--- src/design/frp_pkg.sv ---
// Shared types and constants for the flash erase range planner.
// No dependencies; every other design file refers to it by scoped names.
`timescale 1ns / 1ps

package frp_pkg;

	// Field widths of the request and command channels
	localparam int START_W = 24;
	localparam int COUNT_W = 19;
	localparam int CODE_W  = 8;
	localparam int ADDR_W  = 24;

	// Default parameter values
	localparam int DEF_ADDR_BITS         = 24;
	localparam int DEF_MAX_REQUEST_BYTES = 262144;

	// Erase geometry, in 4KB sectors
	localparam int SECTOR_SHIFT      = 12;
	localparam int SECTORS_PER_BLOCK = 16;
	localparam int SECTORS_PER_HALF  = 8;

	// Command limit per request
	localparam int MAX_RESULTS = 20;
	localparam int NUM_W       = $clog2(MAX_RESULTS);

	// Configuration register indexes
	localparam int CFG_IDX_W = 2;
	localparam logic [CFG_IDX_W-1:0] REG_SECTOR_CODE = 2'd0;
	localparam logic [CFG_IDX_W-1:0] REG_HALF_CODE   = 2'd1;
	localparam logic [CFG_IDX_W-1:0] REG_BLOCK_CODE  = 2'd2;

	// Reset values of the command bytes
	localparam logic [CODE_W-1:0] RST_SECTOR_CODE = 8'h20;
	localparam logic [CODE_W-1:0] RST_HALF_CODE   = 8'h52;
	localparam logic [CODE_W-1:0] RST_BLOCK_CODE  = 8'hD8;

	typedef enum logic [1:0] {
		ST_IDLE,
		ST_EMIT,
		ST_EMPTY
	} seq_state_t;

	typedef enum logic [1:0] {
		ERASE_SECTOR,
		ERASE_HALF,
		ERASE_BLOCK
	} erase_kind_t;

	// Command bytes from the configuration registers
	typedef struct packed {
		logic [CODE_W-1:0] sector_code;
		logic [CODE_W-1:0] half_code;
		logic [CODE_W-1:0] block_code;
	} cfg_codes_t;

	// Verdict of the step unit for the current sector
	typedef struct packed {
		erase_kind_t kind;
		logic        done;
	} step_res_t;

endpackage

--- src/design/frp_channels.sv ---
// Valid/ready channel interfaces for erase requests and erase commands.
// Depends on frp_pkg for the field widths.
`timescale 1ns / 1ps

interface erase_req_if;
	logic                        valid;
	logic                        ready;
	logic [frp_pkg::START_W-1:0] start_address;
	logic [frp_pkg::COUNT_W-1:0] byte_count;

	modport source (output valid, start_address, byte_count, input ready);
	modport sink   (input valid, start_address, byte_count, output ready);
endinterface

interface erase_cmd_if;
	logic                       valid;
	logic                       ready;
	logic [frp_pkg::CODE_W-1:0] erase_command;
	logic [frp_pkg::ADDR_W-1:0] erase_address;
	logic                       command_valid;
	logic                       last_command;

	modport source (output valid, erase_command, erase_address, command_valid,
		last_command, input ready);
	modport sink   (input valid, erase_command, erase_address, command_valid,
		last_command, output ready);
endinterface

--- src/design/flash_erase_range_planner_top.sv ---
// Top level of the flash erase range planner: command byte registers and
// the request sequencer. Depends on frp_pkg, frp_channels, frp_sequencer.
//
// Usage:
//   req  - erase request channel (start_address, byte_count), valid/ready.
//   cmd  - erase command channel (erase_command, erase_address,
//          command_valid, last_command), valid/ready; one transfer per command.
//   cfg  - write-only port (cfg_we, cfg_index, cfg_wdata) for the sector,
//          half-block and block erase command bytes; write it while idle.
// A request of N commands is accepted at one edge, then one command is
// loaded into the output register per cycle while the receiver does not stall;
// with default parameters N is at most 20. The rate is set by the single
// step unit, which evaluates one sector position per cycle. A zero byte
// count gives one result with command_valid low and last_command high.
// The next request is taken once the last command is in the output register.
// When the receiver stalls the output register holds and the sequencer waits.
// Reset clears the sequencer to idle, empties the output register and loads
// the command bytes 0x20, 0x52 and 0xD8.
`timescale 1ns / 1ps

module flash_erase_range_planner_top #(
	parameter int ADDR_BITS         = frp_pkg::DEF_ADDR_BITS,
	parameter int MAX_REQUEST_BYTES = frp_pkg::DEF_MAX_REQUEST_BYTES
) (
	input  logic                          clk,
	input  logic                          arst_n,
	erase_req_if.sink                     req,
	erase_cmd_if.source                   cmd,
	input  logic                          cfg_we,
	input  logic [frp_pkg::CFG_IDX_W-1:0] cfg_index,
	input  logic [frp_pkg::CODE_W-1:0]    cfg_wdata
);

	frp_pkg::cfg_codes_t codes_q;

	// Command byte registers; writes to unused indexes are dropped
	always_ff @(posedge clk or negedge arst_n) begin
		if (!arst_n) begin
			codes_q.sector_code <= frp_pkg::RST_SECTOR_CODE;
			codes_q.half_code   <= frp_pkg::RST_HALF_CODE;
			codes_q.block_code  <= frp_pkg::RST_BLOCK_CODE;
		end else if (cfg_we) begin
			unique case (cfg_index)
				frp_pkg::REG_SECTOR_CODE: codes_q.sector_code <= cfg_wdata;
				frp_pkg::REG_HALF_CODE:   codes_q.half_code   <= cfg_wdata;
				frp_pkg::REG_BLOCK_CODE:  codes_q.block_code  <= cfg_wdata;
				default: ;
			endcase
		end
	end

	frp_sequencer #(
		.ADDR_BITS         (ADDR_BITS),
		.MAX_REQUEST_BYTES (MAX_REQUEST_BYTES)
	) u_seq (
		.clk    (clk),
		.arst_n (arst_n),
		.codes  (codes_q),
		.req    (req),
		.cmd    (cmd)
	);

endmodule

--- src/design/frp_step_unit.sv ---
// Shared step unit: one subtract and a few compares per sector decide the
// erase size, the next cursor and whether the range is finished. Uses frp_pkg.
`timescale 1ns / 1ps

module frp_step_unit #(
	parameter int SEC_W = 12
) (
	input  logic [SEC_W-1:0]  cursor,
	input  logic [SEC_W-1:0]  end_sector,
	output logic [SEC_W-1:0]  next_cursor,
	output frp_pkg::step_res_t res
);

	localparam logic [SEC_W-1:0] BLOCK_SPAN = SEC_W'(frp_pkg::SECTORS_PER_BLOCK - 1);
	localparam logic [SEC_W-1:0] HALF_SPAN  = SEC_W'(frp_pkg::SECTORS_PER_HALF - 1);
	localparam logic [SEC_W-1:0] BLOCK_STEP = SEC_W'(frp_pkg::SECTORS_PER_BLOCK);
	localparam logic [SEC_W-1:0] HALF_STEP  = SEC_W'(frp_pkg::SECTORS_PER_HALF);

	frp_pkg::erase_kind_t kind;
	logic [SEC_W-1:0]     remain;
	logic [SEC_W-1:0]     step;

	// Sectors left after the cursor; the cursor never passes the end sector
	assign remain = end_sector - cursor;

	// Pick the largest aligned unit that fits
	always_comb begin
		if (cursor[3:0] == 4'd0 && remain >= BLOCK_SPAN) begin
			kind = frp_pkg::ERASE_BLOCK;
			step = BLOCK_STEP;
		end else if (cursor[2:0] == 3'd0 && remain >= HALF_SPAN) begin
			kind = frp_pkg::ERASE_HALF;
			step = HALF_STEP;
		end else begin
			kind = frp_pkg::ERASE_SECTOR;
			step = SEC_W'(1);
		end
	end

	// Advance the cursor; finished once the unit reaches past the end sector
	assign next_cursor = cursor + step;
	assign res         = '{kind: kind, done: (remain < step)};

endmodule

--- src/design/frp_sequencer.sv ---
// Request sequencer: takes an erase request, sets up the sector range and
// drives the step unit once per command into an output register.
// Depends on frp_pkg, frp_channels and frp_step_unit.
`timescale 1ns / 1ps

module frp_sequencer #(
	parameter int ADDR_BITS         = frp_pkg::DEF_ADDR_BITS,
	parameter int MAX_REQUEST_BYTES = frp_pkg::DEF_MAX_REQUEST_BYTES
) (
	input  logic                clk,
	input  logic                arst_n,
	input  frp_pkg::cfg_codes_t codes,
	erase_req_if.sink           req,
	erase_cmd_if.source         cmd
);

	localparam int SEC_W = ADDR_BITS - frp_pkg::SECTOR_SHIFT;
	localparam int AW    = (ADDR_BITS > frp_pkg::ADDR_W) ? ADDR_BITS : frp_pkg::ADDR_W;
	localparam int WB    = AW + 1;
	localparam logic [WB-1:0] TOP = WB'((64'd1 << ADDR_BITS) - 64'd1);
	localparam logic [WB-1:0] MAX_BYTES = WB'(MAX_REQUEST_BYTES);
	localparam logic [frp_pkg::NUM_W-1:0] LAST_NUM =
		frp_pkg::NUM_W'(frp_pkg::MAX_RESULTS - 1);

	frp_pkg::seq_state_t state_q, state_next;

	logic [SEC_W-1:0]          cursor_q;
	logic [SEC_W-1:0]          end_q;
	logic [frp_pkg::NUM_W-1:0] num_q;

	logic                       out_valid_q;
	logic [frp_pkg::CODE_W-1:0] out_code_q;
	logic [frp_pkg::ADDR_W-1:0] out_addr_q;
	logic                       out_cmd_valid_q;
	logic                       out_last_q;

	logic [WB-1:0]    count_ext;
	logic [WB-1:0]    count_sat;
	logic [WB-1:0]    start_ext;
	logic [WB-1:0]    start_clamp;
	logic [WB-1:0]    last_byte;
	logic [WB-1:0]    last_clamp;
	logic             count_zero;
	logic             accept;
	logic             slot_free;
	logic             load_emit;
	logic             load_empty;
	logic             final_cmd;
	logic [SEC_W-1:0] next_cursor;
	logic [AW-1:0]    addr_full;
	logic [frp_pkg::CODE_W-1:0] sel_code;
	frp_pkg::step_res_t step_res;

	// Range setup: saturate the count, clamp to the device end
	assign count_ext   = WB'(req.byte_count);
	assign count_sat   = (count_ext > MAX_BYTES) ? MAX_BYTES : count_ext;
	assign start_ext   = WB'(req.start_address);
	assign start_clamp = (start_ext > TOP) ? TOP : start_ext;
	assign last_byte   = start_clamp + count_sat - WB'(1);
	assign last_clamp  = (last_byte > TOP) ? TOP : last_byte;
	assign count_zero  = (req.byte_count == '0);

	assign accept    = req.valid && req.ready;
	assign slot_free = !out_valid_q || cmd.ready;

	frp_step_unit #(
		.SEC_W (SEC_W)
	) u_step (
		.cursor      (cursor_q),
		.end_sector  (end_q),
		.next_cursor (next_cursor),
		.res         (step_res)
	);

	assign final_cmd = step_res.done || (num_q == LAST_NUM);

	// Next state
	always_comb begin
		state_next = state_q;
		unique case (state_q)
			frp_pkg::ST_IDLE: begin
				if (req.valid) begin
					state_next = count_zero ? frp_pkg::ST_EMPTY : frp_pkg::ST_EMIT;
				end
			end
			frp_pkg::ST_EMIT: begin
				if (slot_free && final_cmd) begin
					state_next = frp_pkg::ST_IDLE;
				end
			end
			frp_pkg::ST_EMPTY: begin
				if (slot_free) begin
					state_next = frp_pkg::ST_IDLE;
				end
			end
			default: state_next = frp_pkg::ST_IDLE;
		endcase
	end

	// State outputs
	always_comb begin
		req.ready  = 1'b0;
		load_emit  = 1'b0;
		load_empty = 1'b0;
		unique case (state_q)
			frp_pkg::ST_IDLE:  req.ready  = 1'b1;
			frp_pkg::ST_EMIT:  load_emit  = slot_free;
			frp_pkg::ST_EMPTY: load_empty = slot_free;
			default: req.ready = 1'b0;
		endcase
	end

	// Command byte for the chosen erase size
	always_comb begin
		unique case (step_res.kind)
			frp_pkg::ERASE_BLOCK: sel_code = codes.block_code;
			frp_pkg::ERASE_HALF:  sel_code = codes.half_code;
			default:              sel_code = codes.sector_code;
		endcase
	end

	assign addr_full = AW'({cursor_q, {frp_pkg::SECTOR_SHIFT{1'b0}}});

	always_ff @(posedge clk or negedge arst_n) begin
		if (!arst_n) begin
			state_q     <= frp_pkg::ST_IDLE;
			cursor_q    <= '0;
			end_q       <= '0;
			num_q       <= '0;
			out_valid_q <= 1'b0;
		end else begin
			state_q <= state_next;
			// Load the range on a request transfer
			if (accept) begin
				cursor_q <= start_clamp[ADDR_BITS-1:frp_pkg::SECTOR_SHIFT];
				end_q    <= last_clamp[ADDR_BITS-1:frp_pkg::SECTOR_SHIFT];
				num_q    <= '0;
			end else if (load_emit) begin
				cursor_q <= next_cursor;
				num_q    <= num_q + frp_pkg::NUM_W'(1);
			end
			// Hold the result until the command transfer
			if (load_emit || load_empty) begin
				out_valid_q <= 1'b1;
			end else if (cmd.ready) begin
				out_valid_q <= 1'b0;
			end
		end
	end

	// Result payload
	always_ff @(posedge clk) begin
		if (load_emit) begin
			out_code_q      <= sel_code;
			out_addr_q      <= addr_full[frp_pkg::ADDR_W-1:0];
			out_cmd_valid_q <= 1'b1;
			out_last_q      <= final_cmd;
		end else if (load_empty) begin
			out_code_q      <= '0;
			out_addr_q      <= '0;
			out_cmd_valid_q <= 1'b0;
			out_last_q      <= 1'b1;
		end
	end

	assign cmd.valid         = out_valid_q;
	assign cmd.erase_command = out_code_q;
	assign cmd.erase_address = out_addr_q;
	assign cmd.command_valid = out_cmd_valid_q;
	assign cmd.last_command  = out_last_q;

`ifndef ASSERT_OFF
	a_cursor_in_range: assert property (@(posedge clk) disable iff (!arst_n)
		state_q == frp_pkg::ST_EMIT |-> cursor_q <= end_q)
		else $error("erase cursor passed the end sector");

	a_num_bounded: assert property (@(posedge clk) disable iff (!arst_n)
		state_q == frp_pkg::ST_EMIT |-> num_q <= LAST_NUM)
		else $error("command count beyond limit");

	a_final_marks_last: assert property (@(posedge clk) disable iff (!arst_n)
		load_emit && final_cmd |=> state_q == frp_pkg::ST_IDLE && out_valid_q && out_last_q)
		else $error("final command not marked last");

	a_empty_result: assert property (@(posedge clk) disable iff (!arst_n)
		out_valid_q && !out_cmd_valid_q |-> out_last_q && out_addr_q == '0 && out_code_q == '0)
		else $error("empty result carries a command");
`endif

endmodule

--- src/flat_wrapper.sv ---
// flat-port wrapper written by rule: the top's interface ports become plain ports
module flash_erase_range_planner_top_flat 
#(
	parameter int ADDR_BITS         = frp_pkg::DEF_ADDR_BITS,
	parameter int MAX_REQUEST_BYTES = frp_pkg::DEF_MAX_REQUEST_BYTES
)
  (clk, arst_n, cfg_we, cfg_index, cfg_wdata, req_valid, req_start_address, req_byte_count, req_ready, cmd_valid, cmd_erase_command, cmd_erase_address, cmd_command_valid, cmd_last_command, cmd_ready);
  erase_req_if req_i ();
  erase_cmd_if cmd_i ();
  input  logic clk;
  input  logic arst_n;
  input  logic cfg_we;
  input  logic [frp_pkg::CFG_IDX_W-1:0] cfg_index;
  input  logic [frp_pkg::CODE_W-1:0] cfg_wdata;
  input wire logic [$bits(req_i.valid)-1:0] req_valid;
  input wire logic [$bits(req_i.start_address)-1:0] req_start_address;
  input wire logic [$bits(req_i.byte_count)-1:0] req_byte_count;
  output wire logic [$bits(req_i.ready)-1:0] req_ready;
  output wire logic [$bits(cmd_i.valid)-1:0] cmd_valid;
  output wire logic [$bits(cmd_i.erase_command)-1:0] cmd_erase_command;
  output wire logic [$bits(cmd_i.erase_address)-1:0] cmd_erase_address;
  output wire logic [$bits(cmd_i.command_valid)-1:0] cmd_command_valid;
  output wire logic [$bits(cmd_i.last_command)-1:0] cmd_last_command;
  input wire logic [$bits(cmd_i.ready)-1:0] cmd_ready;
  assign req_i.valid = req_valid;
  assign req_i.start_address = req_start_address;
  assign req_i.byte_count = req_byte_count;
  assign req_ready = req_i.ready;
  assign cmd_valid = cmd_i.valid;
  assign cmd_erase_command = cmd_i.erase_command;
  assign cmd_erase_address = cmd_i.erase_address;
  assign cmd_command_valid = cmd_i.command_valid;
  assign cmd_last_command = cmd_i.last_command;
  assign cmd_i.ready = cmd_ready;
  flash_erase_range_planner_top #(.ADDR_BITS(ADDR_BITS), .MAX_REQUEST_BYTES(MAX_REQUEST_BYTES)) u_core (.clk(clk), .arst_n(arst_n), .req(req_i), .cmd(cmd_i), .cfg_we(cfg_we), .cfg_index(cfg_index), .cfg_wdata(cfg_wdata));
endmodule
--- config.mk ---
export PLATFORM = sky130hd
export DESIGN_NAME = flash_erase_range_planner_top_flat
export DESIGN_NICKNAME = d
export VERILOG_FILES = /design/src/design/frp_pkg.sv /design/src/design/frp_channels.sv /design/src/design/flash_erase_range_planner_top.sv /design/src/design/frp_step_unit.sv /design/src/design/frp_sequencer.sv /design/src/flat_wrapper.sv
export SDC_FILE = /design/constraint.sdc
export NUM_CORES = 1
export LEC_CHECK = 0
export BUFFER_PORTS_ARGS = -buffer_cell sky130_fd_sc_hd__buf_2
export CORE_AREA = 2 2 113 115
export CTS_CLUSTER_SIZE = 28
export DETAILED_ROUTE_END_ITERATION = 8
export DIE_AREA = 0 0 115 117
export GPL_ROUTABILITY_DRIVEN = 0
export PLACE_DENSITY = 0.82
export SLEW_MARGIN = 40
export SYNTH_ARGS = -nofsm -noshare
export SYNTH_HDL_FRONTEND = slang
export SYNTH_HIERARCHICAL = 1
export SYNTH_SLANG_ARGS = --single-unit
--- constraint.sdc ---
create_clock -name clk -period 4.4 [get_ports clk]
set_input_delay 0.22 -clock clk [delete_from_list [all_inputs] [get_ports clk]]
set_output_delay 0.22 -clock clk [all_outputs]
set_load 0.1 [all_outputs]
# After elaboration in Yosys (flattened, before gate mapping)
# Cells that the tools add are included.
[totals]
regBits = 78
output_inout_bits = 36
wordCells = 81
[op_classes]
add_sub_neg = 5
n_lt_le_gt_ge = 6
n_eq_ne = 10
muxes = 28
reduce_logical = 20
[ops]
columns = ["operator", "count"]
rows = [
  ["$mux W24", 4],
  ["$mux W12", 3],
  ["$add A24 B19 Y25", 1],
  ["$gt A25 B24 Y1 const B", 1],
  ["$sub A25 B1 Y25 const B", 1],
  ["$gt A24 B24 Y1 const B", 1],
  ["$gt A19 B19 Y1 const B", 1],
  ["$logic_not A19 Y1", 1],
  ["$mux W19", 1],
  ["$mux W8", 2],
  ["$pmux W8 S2", 1],
  ["$add A12 B12 Y12", 1],
  ["$ge A12 B3 Y1 const B", 1],
  ["$ge A12 B4 Y1 const B", 1],
  ["$lt A12 B12 Y1", 1],
  ["$sub A12 B12 Y12", 1],
  ["$mux W2", 5],
  ["$mux W5", 2],
  ["$mux W1", 8],
  ["$eq A2 B1 Y1 const B", 3],
  ["$eq A2 B2 Y1 const B", 3],
  ["$ne A2 B2 Y1 const B", 3],
  ["$pmux W2 S3", 1],
  ["$reduce_and A2 Y1", 3],
  ["11 further kinds", 19],
]

# Longest topological paths before layout
[logic_depth]
word_depth = 10
ltp_mapped = 21
mapped_depth_nobuf = 21

# Cells and area by module
# The synthesis kept the hierarchy.
[by_module_without_submodules]
columns = ["module", "n_inst", "cells_per_inst", "area_per_inst_um2", "seq_area_each_um2"]
rows = [
  ["frp_sequencer", 1, 481, 4028.9, 1451.4],
  ["frp_step_unit", 1, 137, 1007.2, 0.0],
  ["flash_erase_range_planner_top", 1, 51, 922.1, 610.6],
]

# Least setup slack after synthesis
# OpenSTA, ideal clock, no wires.
[synth_timing]
path_type = "register -> register"
startpoint = "register u_core.u_seq.cursor_q[0]"
endpoint = "register u_core.u_seq.out_code_q (netlist bit u_core/u_seq/cmd.erase_command[5]), data pin"
setup_time_ns = 0.266
t_arrival_ns = 3.660
t_required_ns = 4.134
path_slack_ns = 0.474
path_stages_with_launch = 20
path_buffers = 2
path_cell_list = "dfrtp_1 > ha_1 > inv_1 > fa_1 > a21o_1 > a21oi_2 > o221ai_1 > mux2_2 > a311oi_2 > nand2_1 > o31ai_2 > nand3_1 > inv_1 > inv_1 > ha_1 > clkbuf_1 > clkbuf_1 > nor2_1 > a21oi_1 > nor2_1"
[synth_lines]
columns = ["item", "line", "source"]
rows = [
  ["from (decl)", "frp_sequencer.sv:27", "logic [SEC_W-1:0] cursor_q;"],
  ["from (signal assigned)", "frp_sequencer.sv:135", "cursor_q <= start_clamp[ADDR_BITS-1:frp_pkg::SECTOR_SHIFT];"],
  ["from (signal assigned)", "frp_sequencer.sv:139", "cursor_q <= next_cursor;"],
  ["to (signal assigned)", "frp_sequencer.sv:154", "out_code_q <= sel_code;"],
  ["to (decl)", "frp_sequencer.sv:32", "logic [frp_pkg::CODE_W-1:0] out_code_q;"],
]

# Worst setup path after layout
[layout_timing]
startpoint = "register u_core.u_seq.cursor_q[0]"
endpoint = "register u_core.u_seq.cursor_q[11]"
[layout_via]
elab_chain_len = 8
word_cells_on_any_way = 12
[layout_lines]
columns = ["item", "line", "source"]
rows = [
  ["$sub A12 B12 Y12", "frp_step_unit.sv:24", "assign remain = end_sector - cursor;"],
  ["$ge A12 B3 Y1", "frp_step_unit.sv:31", "end else if (cursor[2:0] == 3'd0 && remain >= HALF_SPAN) begin"],
  ["$logic_and A1 B1 Y1", "frp_step_unit.sv:31", ""],
  ["$mux W4", "frp_step_unit.sv:31", ""],
  ["$mux W12", "frp_step_unit.sv:28", "if (cursor[3:0] == 4'd0 && remain >= BLOCK_SPAN) begin"],
  ["$add A12 B12 Y12 *", "frp_step_unit.sv:41", "assign next_cursor = cursor + step;"],
  ["net u_core.u_seq.next_cursor[11]", "frp_sequencer.sv:49", "logic [SEC_W-1:0] next_cursor;"],
  ["$mux W12 *", "frp_sequencer.sv:138", "end else if (load_emit) begin"],
  ["$mux W12 *", "frp_sequencer.sv:134", "if (accept) begin"],
]
# Mark *: on every way through the listed nets, which the timed path passes. The rest lies on a longest branch. The select of a mux whose other input is x is not followed.
# A chain may end at the register's enable or synchronous reset.

==> impl_metrics.yaml <==
global_routing:
  grt_overflow: 0
  grt_max_degree: 57
  antenna_found_initial: 0
  grt_pass1_wl_um: 20900
  grt_usage_pct: 19.8
  grt_pass1_vias: 4407
synth:
  post_synth.cell_area_avg_um2: 8.91
  yosys_warnings: 6
  synth_ff_type: "dfrtp_1"
  synth_edf_count: 21
  synth_area_mm2: 0.00596
  seq_area_frac_synth_pct: 34.6
  syn_inst: 669
  async_flop_share_pct: 71.8
  synth_seq_cells: 78
  synth_cell_types: 71
pwr:
  p_per_area_mw_per_mm2: 659
  p_clk_share_pct: 15.8
  switchingPower_w: 0.00213
  ir_drop_v: 0.000250
  switching_share_pct: 47.8
  pwr-share-seq_pct: 26.4
  comb_power_share_pct: 57.8
  p_leak_nw: 3.17
  internal_power_w: 0.00233
cts:
  clk_latency_ns: 0.34
  root_buffer: "clkbuf_16"
  clockBufferDepth: 2
  cts.sinks: 78
  htreeDepth: 3
  clkTransAtPathRegs_ns: 0.06
  post_cts_buffers: 0
  tritoncts: "done"
  numCtsBuffers: 9
final_layout:
  instances_no_fill: 900
  regArea_mm2: 0.00206
  nFillCells: 1112
  area_delta_synth_final_pct: 13.4
  drive_gt1_share_pct: 21.5
  layout.nets: 867
  multi_input_area_mm2: 0.00347
  n_antenna_cell: 0
timing:
  setup_tns_ns: 0
  maxSlewHeadroom_pct: 47.7
  tightest_slew_ns: 0.785
  post-route-min-period_ns: 4.26
  max_freq_mhz: 235
  hold_viol: 0
  fin_skew_ns: 0.00765
  setup_violations: 0
  slew_viol_final: 0
  min_period_over_period_pct: 96.8
  grt_setup_unrepaired: "false"
critical_path:
  start_kind: "flip-flop"
  worst_ep_arrival_time_ns: 4.53
  cp.required_ns: 4.67
  cp-end-kind: "flip-flop"
  path_class: "reg2reg"
  critPathMaxFanout: 6
placed_design:
  hpwl_um: 10300
  dp.cells: 884
  port_buffers: 81
floorplan:
  die_y_um: 117
  core_area_mm2: 0.0123
  die_x_um: 115
  dieArea_mm2: 0.0135
  initial_core_util_pct: 48.4
  boundaryPins: 94
  rows: 41
drt:
  vias: 4900
  drt_drc_violations_left: 0
  wirelength_um: 13100
  ant_nets: 0
  drt_pre_antenna_iters: 5
  drt_iter0_drc: 294
  avgViaCountPerCell: 5.44
  wl_per_cell_um: 14.6
hold_path:
  hold_path.class: "in2async"
run:
  cap_violations: 0
outcome:
  status: "finished, final reports clean"
==> cell usage after synthesis (3+ instances only) <==
library cell  instances  area share, %
a31oi_1               8           0.84
a21o_1                7           0.88
a21oi_1              38            3.2
nand2b_1              5           0.52
or3_1                 3           0.32
nor2b_1               6           0.63
and2_1                6           0.63
dfrtp_1              48             20
a22oi_1               8            1.0
edfxtp_1             21             11
o211ai_1              5           0.63
buf_4                12            1.5
inv_1                83            5.2
nor3_1                8           0.67
xor2_1               14            2.1
o22ai_1              12            1.3
and3_1               14            1.5
xnor2_1              19            2.8
mux2_2               25            4.7
o21a_1                5           0.63
nor4_1                6           0.63
clkbuf_1             14           0.88
o21ai_0              20            1.7
o22a_1                7            1.0
ha_1                 62             13
nand4_1               7           0.73
nand3_1              14            1.2
nand2_1              56            3.5
dfstp_2               8            3.5
a311oi_2              4            1.0
nor2_1               73            4.6
==> worst max-delay path, stage by stage, from the launching register on <==
cell and delay (ns):
dfrtp_2 0.41, ha_1 0.18, inv_1 0.05, fa_1 0.41
a21o_1 0.19, a21oi_2 0.20, o221ai_1 0.18, mux2_2 0.31
a311oi_2 0.27, nand2_2 0.13, o31ai_4 0.29, nand3_1 0.13
inv_1 0.13, ha_1 0.27, a41o_1 0.21, a21oi_2 0.18
nor2_1 0.09, nand4_1 0.13, xnor2_1 0.16, o22ai_1 0.11
nor2_1 0.14
==> area by class of cell <==
class                   count  share of cell area, %
multi-input cells         487                   51.3
flip-flops and latches     78                   30.5
repair buffers             85                   6.44
inverters                  84                   4.66
clock buffers              11                   3.76
well taps                 150                   2.78
clock inverters             5                  0.481
==> path summary, 6_finish.rpt <==
path                                                     start                              to  slack, ns  depth (start not counted)
worst max-delay path                  u_core/u_seq/cursor_q[0]       u_core/u_seq/cursor_q[11]       0.14                         20
worst min-delay path                                    arst_n       u_core/u_seq/cursor_q[10]       0.01                          2
worst max register to register        u_core/u_seq/cursor_q[0]       u_core/u_seq/cursor_q[11]       0.14                         20
worst min register to register  u_core/u_seq/cmd.command_valid  u_core/u_seq/cmd.command_valid       0.47                          2
max in group asynchronous                               arst_n        u_core/u_seq/cursor_q[1]       3.87                          2
min in group clk                                  cfg_wdata[1]               u_core/codes_q[1]       0.15                          2
==> per-layer routing <==
metal	part of all wire (%)	vias to the layer above	wire (µm)	track usage [%]
met3	6.0	16	783	3.19
met4	1.7	0	225	7.79
li1	-	2465	-	-
met5	0	-	0	0
met1	46	2260	6040	26.5
met2	46	159	6050	32.2
==> flip-flops by register name, indices dropped and copies added (netlist names) <==
| signal | count |
|---|---|
| u_core/u_seq/cmd.erase_command | 8 |
| u_core/u_seq/cmd.valid | 1 |
| u_core/codes_q | 24 |
| u_core/u_seq/state_q | 2 |
| u_core/u_seq/cmd.last_command | 1 |
| u_core/u_seq/cmd.erase_address | 12 |
| u_core/u_seq/end_q | 12 |
| u_core/u_seq/cursor_q | 12 |
| u_core/u_seq/cmd.command_valid | 1 |
| u_core/u_seq/num_q | 5 |
==> power by group through the flow <==
stage               Sequential [W]  Clock (W)  Combinational, W
finish                     0.00118   0.000703           0.00258
global route               0.00121   0.000752           0.00280
CTS                        0.00117   0.000718           0.00253
detailed placement         0.00119          0           0.00252
global placement           0.00118          0           0.00247
floorplan                  0.00164          0           0.00163
==> cell usage in the layout, fill, tap and decap left out, types with 4 or more instances in the layout <==
cell type	n
edfxtp_1	21
nor2b_1	6
inv_1	83
nand4_1	7
buf_2	81
dfrtp_1	46
mux2_2	25
nor2_1	72
buf_4	4
o211ai_1	5
nand2_1	54
dfstp_2	8
o22ai_1	12
clkbuf_16	10
nand3_1	14
ha_1	62
a311oi_2	4
and3_1	14
xor2_1	14
and2_1	6
conb_1	12
nor4_1	6
nand2b_1	5
a31oi_1	8
xnor2_1	19
o21ai_0	19
a21o_1	7
a22oi_1	8
a21oi_1	37
o22a_1	7
o21a_1	5
nor3_1	8
==> what timing repair did <==
item,4_1_cts,5_1_grt
hold buffers,0,0
endpoints found under the setup margin,0,13
resized for setup,0,6
==> stage by stage <==
| stage | worst slack (ns) | utilization, % | instance area (µm²) | total power, W | hold WS, ns |
|---|---|---|---|---|---|
| 2_1_floorplan | 0.474 | - | 6000 | 0.00328 | -0.0756 |
| 4_1_cts | 0.0917 | 54.7 | 6740 | 0.00442 | 0.0375 |
| 3_3_place_gp | 0.321 | 52.4 | 6450 | 0.00364 | 0.396 |
| 5_1_grt | 0.00124 | 54.9 | 6760 | 0.00475 | 0.0893 |
| 3_5_place_dp | 0.152 | 52.4 | 6450 | 0.00371 | 0.396 |
| 6_report | 0.139 | 54.9 | 6760 | 0.00446 | 0.00969 |
==> cell families (layout without fill, tap and decap cells) <==
family | after synthesis | count (layout) | synth area share, %
multiplexers | 26 | 26 | 4.89
other | 1 | 12 | 0.0629
flip-flops | 78 | 78 | 34.6
XOR/XNOR | 33 | 33 | 4.85
AO/OA/AOI/OAI | 139 | 139 | 16.1
adder cells (fa/ha/maj) | 64 | 64 | 13.7
AND/OR/NAND/NOR | 213 | 213 | 17.5
buffers and inverters | 115 | 185 | 8.27
Power figures use the tool's default switching activity.
